$ cat config.mk
export PLATFORM = sky130hd
export DESIGN_NAME = crc32_record_deframer_unit
export DESIGN_NICKNAME = d
export VERILOG_FILES = /design/src/rtl/crcdf_pkg.sv /design/src/rtl/crc32_record_deframer_unit.sv /design/src/rtl/crcdf_front.sv /design/src/rtl/crcdf_queue.sv /design/src/rtl/crcdf_back.sv
export SDC_FILE = /design/constraint.sdc
export NUM_CORES = 1
export LEC_CHECK = 0
export BUFFER_PORTS_ARGS = -buffer_cell sky130_fd_sc_hd__buf_2
export CAP_MARGIN = 10
export CORE_UTILIZATION = 25
export CTS_CLUSTER_DIAMETER = 150
export DETAILED_ROUTE_END_ITERATION = 6
export GPL_ROUTABILITY_DRIVEN = 0
export HOLD_SLACK_MARGIN = 0.06
export SYNTH_ARGS = -nofsm -noshare
export SYNTH_HDL_FRONTEND = slang
export SYNTH_SLANG_ARGS = --single-unit
$ cat constraint.sdc
create_clock -name clock -period 4.7 [get_ports clock]
set_input_delay 0.47 -clock clock [delete_from_list [all_inputs] [get_ports clock]]
set_output_delay 0.47 -clock clock [all_outputs]
set_load 0.01 [all_outputs]
$ cat src/rtl/crcdf_pkg.sv
// crcdf_pkg: types, codes and the byte-wide crc-32 update shared by the record deframer.
// no dependencies; imported by every module of the deframer.
`timescale 1ns / 1ps

package crcdf_pkg;

   localparam logic [31:0] MAGIC_WORD      = 32'hB0DE744C;
   localparam logic [31:0] MIN_RECORD_SIZE = 32'd14;
   localparam logic [31:0] CRC_POLY        = 32'hEDB88320;
   localparam logic [31:0] CRC_INIT        = 32'hFFFFFFFF;

   localparam int CSR_INDEX_W = 2;
   localparam int CSR_DATA_W  = 16;
   localparam int RSP_DATA_W  = 32;

   // register indexes of the configuration port
   localparam logic [CSR_INDEX_W-1:0] CSR_CODE_START_OF_FILE = 2'd0;
   localparam logic [CSR_INDEX_W-1:0] CSR_CODE_CLOCK_SYNC    = 2'd1;
   localparam logic [CSR_INDEX_W-1:0] CSR_CODE_PERIODIC_DATA = 2'd2;

   // record end status codes
   localparam logic [2:0] STATUS_OK         = 3'd0;
   localparam logic [2:0] STATUS_BAD_MAGIC  = 3'd1;
   localparam logic [2:0] STATUS_UNKNOWN    = 3'd2;
   localparam logic [2:0] STATUS_CRC_BAD    = 3'd3;
   localparam logic [2:0] STATUS_SIZE_SMALL = 3'd4;
   localparam logic [2:0] STATUS_TRUNCATED  = 3'd5;

   // result kinds
   localparam logic KIND_PAYLOAD = 1'b0;
   localparam logic KIND_STATUS  = 1'b1;

   typedef enum logic [2:0] {
      PH_MAGIC,
      PH_SIZE,
      PH_TYPE,
      PH_PAYLOAD,
      PH_CRC
   } phase_type;

   typedef struct packed {
      logic        kind;
      logic [7:0]  payload_byte;
      logic [15:0] record_kind;
      logic [2:0]  status;
   } result_type;

   // everything one input word causes: an optional parse result and an optional truncation
   typedef struct packed {
      logic        prim_valid;
      result_type  prim;
      logic        trunc_valid;
      logic [15:0] trunc_kind;
   } entry_type;

   function automatic logic [31:0] crc_step(input logic [31:0] crc, input logic [7:0] b);
      logic [31:0] c;
      c = crc ^ {24'd0, b};
      for (int i = 0; i < 8; i++) begin
         c = {1'b0, c[31:1]} ^ (c[0] ? CRC_POLY : 32'd0);
      end
      return c;
   endfunction

endpackage

$ cat src/rtl/crc32_record_deframer_unit.sv
// crc32_record_deframer_unit: top level of the crc-32 checked record deframer.
// instantiates crcdf_front, crcdf_queue and crcdf_back; depends on crcdf_pkg.
//
//   channel  direction  handshake              payload
//   req      in         req_tvalid/req_tready  tdata[7:0] in_byte, tlast stream_end
//   rsp      out        rsp_tvalid/rsp_tready  tdata payload_byte/record_kind/status,
//                                              tuser kind, tlast run_last
//   csr      in         csr_we                 csr_index, csr_wdata (type codes)
//
// one byte word is taken per cycle while the queue has room; crc update and field parsing happen
// in the same front cycle. results leave one per cycle while rsp_tready is high; a byte with two
// results (a truncation) holds the output for both. the entry queue (QUEUE_DEPTH) parts req_tready
// from rsp_tready; req stalls only when it is full. synchronous reset, no clearing pass.
`timescale 1ns / 1ps

module crc32_record_deframer_unit #(
   parameter int QUEUE_DEPTH = 4
) (
   input  logic                               clock,
   input  logic                               reset,
   input  logic                               csr_we,
   input  logic [crcdf_pkg::CSR_INDEX_W-1:0]  csr_index,
   input  logic [crcdf_pkg::CSR_DATA_W-1:0]   csr_wdata,
   input  logic                               req_tvalid,
   output logic                               req_tready,
   input  logic [7:0]                         req_tdata,   // [7:0] in_byte
   input  logic                               req_tlast,
   output logic                               rsp_tvalid,
   input  logic                               rsp_tready,
   // [7:0] payload_byte, [23:8] record_kind, [26:24] status, [31:27] zero
   output logic [crcdf_pkg::RSP_DATA_W-1:0]   rsp_tdata,
   output logic                               rsp_tuser,   // [0] kind
   output logic                               rsp_tlast
);
   import crcdf_pkg::*;

   logic      push_valid, push_ready;
   entry_type push_entry;
   logic      pop_valid, pop_ready;
   entry_type pop_entry;

   crcdf_front u_front (
      .clock       (clock),
      .reset       (reset),
      .csr_we      (csr_we),
      .csr_index   (csr_index),
      .csr_wdata   (csr_wdata),
      .req_tvalid  (req_tvalid),
      .req_tready  (req_tready),
      .req_tdata   (req_tdata),
      .req_tlast   (req_tlast),
      .queue_ready (push_ready),
      .push_valid  (push_valid),
      .push_entry  (push_entry)
   );

   crcdf_queue #(
      .DEPTH (QUEUE_DEPTH)
   ) u_queue (
      .clock      (clock),
      .reset      (reset),
      .push_valid (push_valid),
      .push_entry (push_entry),
      .push_ready (push_ready),
      .pop_valid  (pop_valid),
      .pop_entry  (pop_entry),
      .pop_ready  (pop_ready)
   );

   crcdf_back u_back (
      .clock      (clock),
      .reset      (reset),
      .pop_valid  (pop_valid),
      .pop_entry  (pop_entry),
      .pop_ready  (pop_ready),
      .rsp_tvalid (rsp_tvalid),
      .rsp_tready (rsp_tready),
      .rsp_tdata  (rsp_tdata),
      .rsp_tuser  (rsp_tuser),
      .rsp_tlast  (rsp_tlast)
   );

endmodule

$ cat src/rtl/crcdf_front.sv
// crcdf_front: record parser; takes one byte word per cycle while the queue has room, tracks
// magic/size/type/payload/crc fields, emits one entry per word with results. depends on crcdf_pkg.
`timescale 1ns / 1ps

module crcdf_front (
   input  logic                               clock,
   input  logic                               reset,
   input  logic                               csr_we,
   input  logic [crcdf_pkg::CSR_INDEX_W-1:0]  csr_index,
   input  logic [crcdf_pkg::CSR_DATA_W-1:0]   csr_wdata,
   input  logic                               req_tvalid,
   output logic                               req_tready,
   input  logic [7:0]                         req_tdata,
   input  logic                               req_tlast,
   input  logic                               queue_ready,
   output logic                               push_valid,
   output crcdf_pkg::entry_type               push_entry
);
   import crcdf_pkg::*;

   logic [15:0] code_sof_ff, code_sync_ff, code_periodic_ff;

   phase_type   phase_ff, phase_in;
   logic [1:0]  idx_ff, idx_in;
   logic [31:0] shift_ff, shift_in;
   logic [31:0] remain_ff, remain_in;
   logic [15:0] type_ff, type_in;
   logic [31:0] crc_ff, crc_in;

   logic        fire;
   logic [31:0] shifted;
   logic [1:0]  idx_inc;
   logic [31:0] crc_upd;
   logic [15:0] new_type;
   logic        type_known;
   logic        restart;

   assign req_tready = queue_ready;
   assign fire       = req_tvalid && queue_ready;

   assign shifted  = {req_tdata, shift_ff[31:8]};
   assign idx_inc  = idx_ff + 2'd1;
   assign crc_upd  = crc_step(crc_ff, req_tdata);
   assign new_type = shifted[31:16];
   assign type_known = (new_type == code_sof_ff) || (new_type == code_sync_ff) ||
                       (new_type == code_periodic_ff);

   always_ff @(posedge clock) begin
      if (reset) begin
         code_sof_ff      <= 16'd1;
         code_sync_ff     <= 16'd2;
         code_periodic_ff <= 16'd3;
      end else if (csr_we) begin
         case (csr_index)
            CSR_CODE_START_OF_FILE: code_sof_ff      <= csr_wdata;
            CSR_CODE_CLOCK_SYNC:    code_sync_ff     <= csr_wdata;
            CSR_CODE_PERIODIC_DATA: code_periodic_ff <= csr_wdata;
            default: ;
         endcase
      end
   end

   always_ff @(posedge clock) begin
      if (reset) begin
         phase_ff  <= PH_MAGIC;
         idx_ff    <= 2'd0;
         shift_ff  <= 32'd0;
         remain_ff <= 32'd0;
         type_ff   <= 16'd0;
         crc_ff    <= CRC_INIT;
      end else if (fire) begin
         phase_ff  <= phase_in;
         idx_ff    <= idx_in;
         shift_ff  <= shift_in;
         remain_ff <= remain_in;
         type_ff   <= type_in;
         crc_ff    <= crc_in;
      end
   end

   always_comb begin
      phase_in  = phase_ff;
      idx_in    = idx_ff;
      shift_in  = shift_ff;
      remain_in = remain_ff;
      type_in   = type_ff;
      crc_in    = crc_ff;
      restart   = 1'b0;
      push_entry = '0;

      case (phase_ff)
         PH_MAGIC: begin
            crc_in   = crc_upd;
            shift_in = shifted;
            idx_in   = idx_inc;
            if (idx_inc == 2'd0) begin
               if (shifted != MAGIC_WORD) begin
                  push_entry.prim_valid = 1'b1;
                  push_entry.prim = '{KIND_STATUS, 8'd0, 16'd0, STATUS_BAD_MAGIC};
                  restart = 1'b1;
               end else begin
                  shift_in = 32'd0;
                  phase_in = PH_SIZE;
               end
            end
         end
         PH_SIZE: begin
            crc_in   = crc_upd;
            shift_in = shifted;
            idx_in   = idx_inc;
            if (idx_inc == 2'd0) begin
               if (shifted < MIN_RECORD_SIZE) begin
                  push_entry.prim_valid = 1'b1;
                  push_entry.prim = '{KIND_STATUS, 8'd0, 16'd0, STATUS_SIZE_SMALL};
                  restart = 1'b1;
               end else begin
                  remain_in = shifted - MIN_RECORD_SIZE;
                  shift_in  = 32'd0;
                  phase_in  = PH_TYPE;
               end
            end
         end
         PH_TYPE: begin
            crc_in   = crc_upd;
            shift_in = shifted;
            idx_in   = idx_inc;
            if (idx_inc == 2'd2) begin
               type_in  = new_type;
               shift_in = 32'd0;
               idx_in   = 2'd0;
               if (!type_known) begin
                  push_entry.prim_valid = 1'b1;
                  push_entry.prim = '{KIND_STATUS, 8'd0, new_type, STATUS_UNKNOWN};
                  restart = 1'b1;
               end else begin
                  phase_in = (remain_ff != 32'd0) ? PH_PAYLOAD : PH_CRC;
               end
            end
         end
         PH_PAYLOAD: begin
            crc_in    = crc_upd;
            remain_in = remain_ff - 32'd1;
            push_entry.prim_valid = 1'b1;
            push_entry.prim = '{KIND_PAYLOAD, req_tdata, type_ff, STATUS_OK};
            if (remain_ff == 32'd1) begin
               phase_in = PH_CRC;
               idx_in   = 2'd0;
               shift_in = 32'd0;
            end
         end
         PH_CRC: begin
            shift_in = shifted;
            idx_in   = idx_inc;
            if (idx_inc == 2'd0) begin
               push_entry.prim_valid = 1'b1;
               push_entry.prim = '{KIND_STATUS, 8'd0, type_ff,
                                   (shifted == ~crc_ff) ? STATUS_OK : STATUS_CRC_BAD};
               restart = 1'b1;
            end
         end
         default: restart = 1'b1;
      endcase

      if (restart) begin
         phase_in  = PH_MAGIC;
         idx_in    = 2'd0;
         shift_in  = 32'd0;
         remain_in = 32'd0;
         type_in   = 16'd0;
         crc_in    = CRC_INIT;
      end

      // stream ends anywhere but on a record boundary
      if (req_tlast && !(phase_in == PH_MAGIC && idx_in == 2'd0)) begin
         push_entry.trunc_valid = 1'b1;
         push_entry.trunc_kind  = type_in;
         phase_in  = PH_MAGIC;
         idx_in    = 2'd0;
         shift_in  = 32'd0;
         remain_in = 32'd0;
         type_in   = 16'd0;
         crc_in    = CRC_INIT;
      end

      push_valid = fire && (push_entry.prim_valid || push_entry.trunc_valid);
   end

endmodule

$ cat src/rtl/crcdf_queue.sv
// crcdf_queue: short register queue of result entries between parser and output stage.
// depends on crcdf_pkg for the entry type.
`timescale 1ns / 1ps

module crcdf_queue #(
   parameter int DEPTH = 4
) (
   input  logic                  clock,
   input  logic                  reset,
   input  logic                  push_valid,
   input  crcdf_pkg::entry_type  push_entry,
   output logic                  push_ready,
   output logic                  pop_valid,
   output crcdf_pkg::entry_type  pop_entry,
   input  logic                  pop_ready
);
   import crcdf_pkg::*;

   localparam int PTR_W = (DEPTH > 1) ? $clog2(DEPTH) : 1;
   localparam int CNT_W = $clog2(DEPTH + 1);

   entry_type        mem_ff [DEPTH];
   logic [PTR_W-1:0] wr_ptr_ff, wr_ptr_in;
   logic [PTR_W-1:0] rd_ptr_ff, rd_ptr_in;
   logic [CNT_W-1:0] count_ff, count_in;
   logic             do_push, do_pop;

   assign push_ready = (count_ff != CNT_W'(DEPTH));
   assign pop_valid  = (count_ff != '0);
   assign pop_entry  = mem_ff[rd_ptr_ff];
   assign do_push    = push_valid && push_ready;
   assign do_pop     = pop_valid && pop_ready;

   always_comb begin
      wr_ptr_in = wr_ptr_ff;
      rd_ptr_in = rd_ptr_ff;
      count_in  = count_ff;
      if (do_push) begin
         wr_ptr_in = (wr_ptr_ff == PTR_W'(DEPTH - 1)) ? '0 : wr_ptr_ff + PTR_W'(1);
      end
      if (do_pop) begin
         rd_ptr_in = (rd_ptr_ff == PTR_W'(DEPTH - 1)) ? '0 : rd_ptr_ff + PTR_W'(1);
      end
      case ({do_push, do_pop})
         2'b10:   count_in = count_ff + CNT_W'(1);
         2'b01:   count_in = count_ff - CNT_W'(1);
         default: count_in = count_ff;
      endcase
   end

   always_ff @(posedge clock) begin
      if (reset) begin
         wr_ptr_ff <= '0;
         rd_ptr_ff <= '0;
         count_ff  <= '0;
      end else begin
         wr_ptr_ff <= wr_ptr_in;
         rd_ptr_ff <= rd_ptr_in;
         count_ff  <= count_in;
      end
   end

   always_ff @(posedge clock) begin
      if (do_push) begin
         mem_ff[wr_ptr_ff] <= push_entry;
      end
   end

endmodule

$ cat src/rtl/crcdf_back.sv
// crcdf_back: output stage; takes queue entries and sends their one or two results as words.
// depends on crcdf_pkg.
`timescale 1ns / 1ps

module crcdf_back (
   input  logic                                clock,
   input  logic                                reset,
   input  logic                                pop_valid,
   input  crcdf_pkg::entry_type                pop_entry,
   output logic                                pop_ready,
   output logic                                rsp_tvalid,
   input  logic                                rsp_tready,
   output logic [crcdf_pkg::RSP_DATA_W-1:0]    rsp_tdata,
   output logic                                rsp_tuser,
   output logic                                rsp_tlast
);
   import crcdf_pkg::*;

   entry_type  ent_ff, ent_in;
   logic       valid_ff, valid_in;
   logic       second_ff, second_in;   // set while the truncation result is on the port
   result_type cur;
   logic       fire, done;

   always_comb begin
      if (second_ff) begin
         cur = '{KIND_STATUS, 8'd0, ent_ff.trunc_kind, STATUS_TRUNCATED};
      end else begin
         cur = ent_ff.prim;
      end
   end

   assign rsp_tvalid = valid_ff;
   assign rsp_tlast  = second_ff || !ent_ff.trunc_valid;
   assign rsp_tuser  = cur.kind;
   assign rsp_tdata  = {(RSP_DATA_W - 27)'(0), cur.status, cur.record_kind, cur.payload_byte};

   assign fire      = valid_ff && rsp_tready;
   assign done      = fire && rsp_tlast;
   assign pop_ready = !valid_ff || done;

   always_comb begin
      ent_in    = ent_ff;
      valid_in  = valid_ff;
      second_in = second_ff;
      if (pop_ready) begin
         valid_in = pop_valid;
         if (pop_valid) begin
            ent_in    = pop_entry;
            second_in = !pop_entry.prim_valid;
         end
      end else if (fire) begin
         second_in = 1'b1;
      end
   end

   always_ff @(posedge clock) begin
      if (reset) begin
         valid_ff  <= 1'b0;
         second_ff <= 1'b0;
      end else begin
         valid_ff  <= valid_in;
         second_ff <= second_in;
      end
   end

   always_ff @(posedge clock) begin
      ent_ff <= ent_in;
   end

endmodule
==> flow_metrics.env <==
export IMPL_outcome="finished clean"
export IMPL_synth_cells=1523
export IMPL_netlist_area_um2=18300
export IMPL_synth_top_area_share_pct=37.6
export IMPL_synthArstFlopShare_pct=0
export IMPL_clockBufferDepth=3
export IMPL_avgSynthCellArea_um2=12.0
export IMPL_routedWlPerCell_um=18.0
export IMPL_cp_data_arrival_time_ns=4.60
export IMPL_io_buffers=62
export IMPL_reg2regPathDepth=16
export IMPL_path_class="reg -> reg"
export IMPL_cts_resized=0
export IMPL_die_x_um=272
export IMPL_synth_seq_area_share_pct=56.0
export IMPL_wl_met2_um=21000
export IMPL_synth_seq_cells=397
export IMPL_p_int_uw=7310
export IMPL_hp_class="in -> reg"
export IMPL_drc_errors=0
export IMPL_wl_met1_um=20800
export IMPL_dpl_worst_slack_ns=0.620
export IMPL_cts_tree="built"
export IMPL_synth_largest_area_cell="edfxtp_1"
export IMPL_grt_start_max_net_pins=53
export IMPL_syn_to_final_growth_pct=14.9
export IMPL_synth_edf_count=229
export IMPL_root_buffer="clkbuf_16"
export IMPL_start_util_pct=25.4
export IMPL_core_um2=72000
export IMPL_ys_types=79
export IMPL_power_switching_uw=3140
export IMPL_fin_crit_ns=4.11
export IMPL_power_frac_seq_pct=43.6
export IMPL_vias=12269
export IMPL_grt_pass1_vias=12129
export IMPL_p_comb_share_pct=24.9
export IMPL_clock_sinks=397
export IMPL_clock_fmax_ghz=0.243
export IMPL_ios=68
export IMPL_ir_worst_vdd_mv=0.254
export IMPL_p_per_area_nw_per_um2=497
export IMPL_post_cts_buffers=0
export IMPL_routed_wl_um=45800
export IMPL_hold_slack_ns=0.163
export IMPL_min_delay_path_depth=3
export IMPL_hpwlAfterDp_um=31100
export IMPL_dr_max_layer_used="met4"
export IMPL_netlist_top_cells_count="edfxtp_1, nand2_1, dfxtp_1"
export IMPL_ys_flop_type="edfxtp_1"
export IMPL_fin_tns_setup_ns=0
export IMPL_wl_met3_um=2610
export IMPL_ys_warn_count=0
export IMPL_grt_total_usage_pct=12.2
export IMPL_insertion_delay_ns=0.58
export IMPL_yosys_top_cells_area="edfxtp_1, dfxtp_1, xnor2_1"
export IMPL_clockPowerShare_pct=31.5
export IMPL_fp_dieH_um=272
export IMPL_h_tree_depth=2
export IMPL_grt_overflow_total=0
export IMPL_drt_iter0_markers=861
export IMPL_worst_slew_pin_slew_ns=1.09
export IMPL_ant_nets=0
export IMPL_grt_setup_unrepaired="false"
export IMPL_p_leak_uw=0.00730
export IMPL_antenna_found_initial=2
export IMPL_crit_path_end_kind="flip-flop"
export IMPL_setup_ws_ns=0.589
export IMPL_maxCapViolCount=0
export IMPL_skew_ns=0.0242
export IMPL_drive_gt1_share_pct=17.0
export IMPL_slew_viol_final=0
export IMPL_setup_worst_path_start_class="flip-flop"
export IMPL_firstDrtPassIters=5
export IMPL_crit_fanout=7
export IMPL_grt_pass1_wl_um=71300
export IMPL_hold_viol_final=0
export IMPL_cts_made_buffers=43
export IMPL_switching_share_pct=30.0
export IMPL_synth_most_common_cell="edfxtp_1"
export IMPL_finalSetupViolations=0
export IMPL_via_per_inst=4.83
export IMPL_required_ns=5.19
export IMPL_dieArea_um2=74300
export IMPL_hold_buffers=0
export IMPL_relSlewSlack_pct=27.6
export IMPL_period_share_pct=87.5
export IMPL_fillers=7206
export IMPL_nets=1602
export IMPL_num_rows=98
export IMPL_clk_pin_slew_ns=0.06
-- per-layer routing --
layer  track usage (%)  vias to the layer above
li1                  -                     5724
met1              16.6                     6055
met2              19.3                      398
met3              2.06                       92
met4              4.36                        0
met5                 0                        -
-- cell type report --
class	count	area, um^2	share of cell area (%)
Timing Repair Buffer	104	641	3.05
Tap cell	950	1190	5.66
Clock buffer	57	1150	5.46
Clock inverter	22	233	1.11
Sequential cell	397	10200	48.7
Inverter	15	56.3	0.268
Multi-Input combinational cell	995	7500	35.7
Antenna cell	1	2.50	0.0119
-- metrics by stage --
stage / std cells / area (um^2) / power, uW / util (%)
after floorplan: 1527 / 18300 / 6460 / -
after CTS: 2540 / 21000 / 10600 / 29.2
after detailed placement: 2461 / 19600 / 7280 / 27.3
after global placement: 2461 / 19600 / 7240 / 27.3
after global routing: 2540 / 21000 / 11000 / 29.2
final: 2541 / 21000 / 10400 / 29.2
-- placed cells by master, fill, tap and decap left out, drive strengths merged, types with 24 or more instances in the layout --
master    n
buf     104
edfxtp  229
a21oi    88
a22o     66
mux4     46
xor2     66
o32a     32
nor2     53
clkbuf   57
nor3     42
dfxtp   168
nand4    24
xnor2   127
nand2   183
-- logic make-up (layout without fill, tap and decap cells) --
| kind of cell | count (synthesis) | in the layout | share of synthesized area (%) |
|---|---|---|---|
| flip-flops | 397 | 397 | 56.0 |
| adder cells (fa/ha/maj) | 14 | 14 | 0.999 |
| buffers and inverters | 135 | 198 | 3.23 |
| AO/OA/AOI/OAI | 286 | 286 | 11.9 |
| other | 1 | 6 | 0.0205 |
| multiplexers | 65 | 65 | 6.81 |
| XOR/XNOR | 193 | 193 | 9.24 |
| AND/OR/NAND/NOR | 432 | 432 | 11.8 |
-- critical path: stages (launching register included) --
cell	delay, ns
dfxtp_1	0.37
or4_1	0.63
nor3b_1	0.40
and4_1	0.28
nor2_1	0.10
nor3b_2	0.35
a31oi_4	0.16
nand2_4	0.09
inv_2	0.06
o21a_2	0.24
inv_1	0.08
ha_1	0.19
inv_1	0.07
fa_1	0.38
xor2_1	0.16
or3_1	0.31
a21oi_1	0.17
-- power by group through the flow --
stage                     clock network, uW  registers [uW]  logic, uW
after floorplan                           0            4420       2040
after CTS                              3390            4570       2660
after global routing                   3520            4620       2850
after global placement                    0            4620       2620
final                                  3290            4550       2600
after detailed placement                  0            4640       2640
-- sequential cells by signal, indices dropped and copies added (netlist names), 3 cells and up, named ones only --
signal and flops:
u_front.shift_ff 24, u_front.code_sync_ff 16, u_front.phase_ff 3, u_back.ent_ff 45, u_front.remain_ff 32, u_queue.mem_ff 184, u_front.code_periodic_ff 16, u_front.code_sof_ff 16
u_front.type_ff 16, u_queue.count_ff 3, u_front.crc_ff 32
-- path summary, 6_finish.rpt --
check / startpoint / end / slack, ns
worst max register to register: u_front.remain_ff[24] / u_queue.count_ff[2] / 0.59
worst max-delay path: u_front.remain_ff[24] / u_queue.count_ff[2] / 0.59
worst min-delay path: csr_wdata[1] / u_front.code_periodic_ff[1] / 0.16
worst min register to register: u_front.code_periodic_ff[7] / u_front.code_periodic_ff[7] / 0.47
Power figures use the tool's default switching activity.
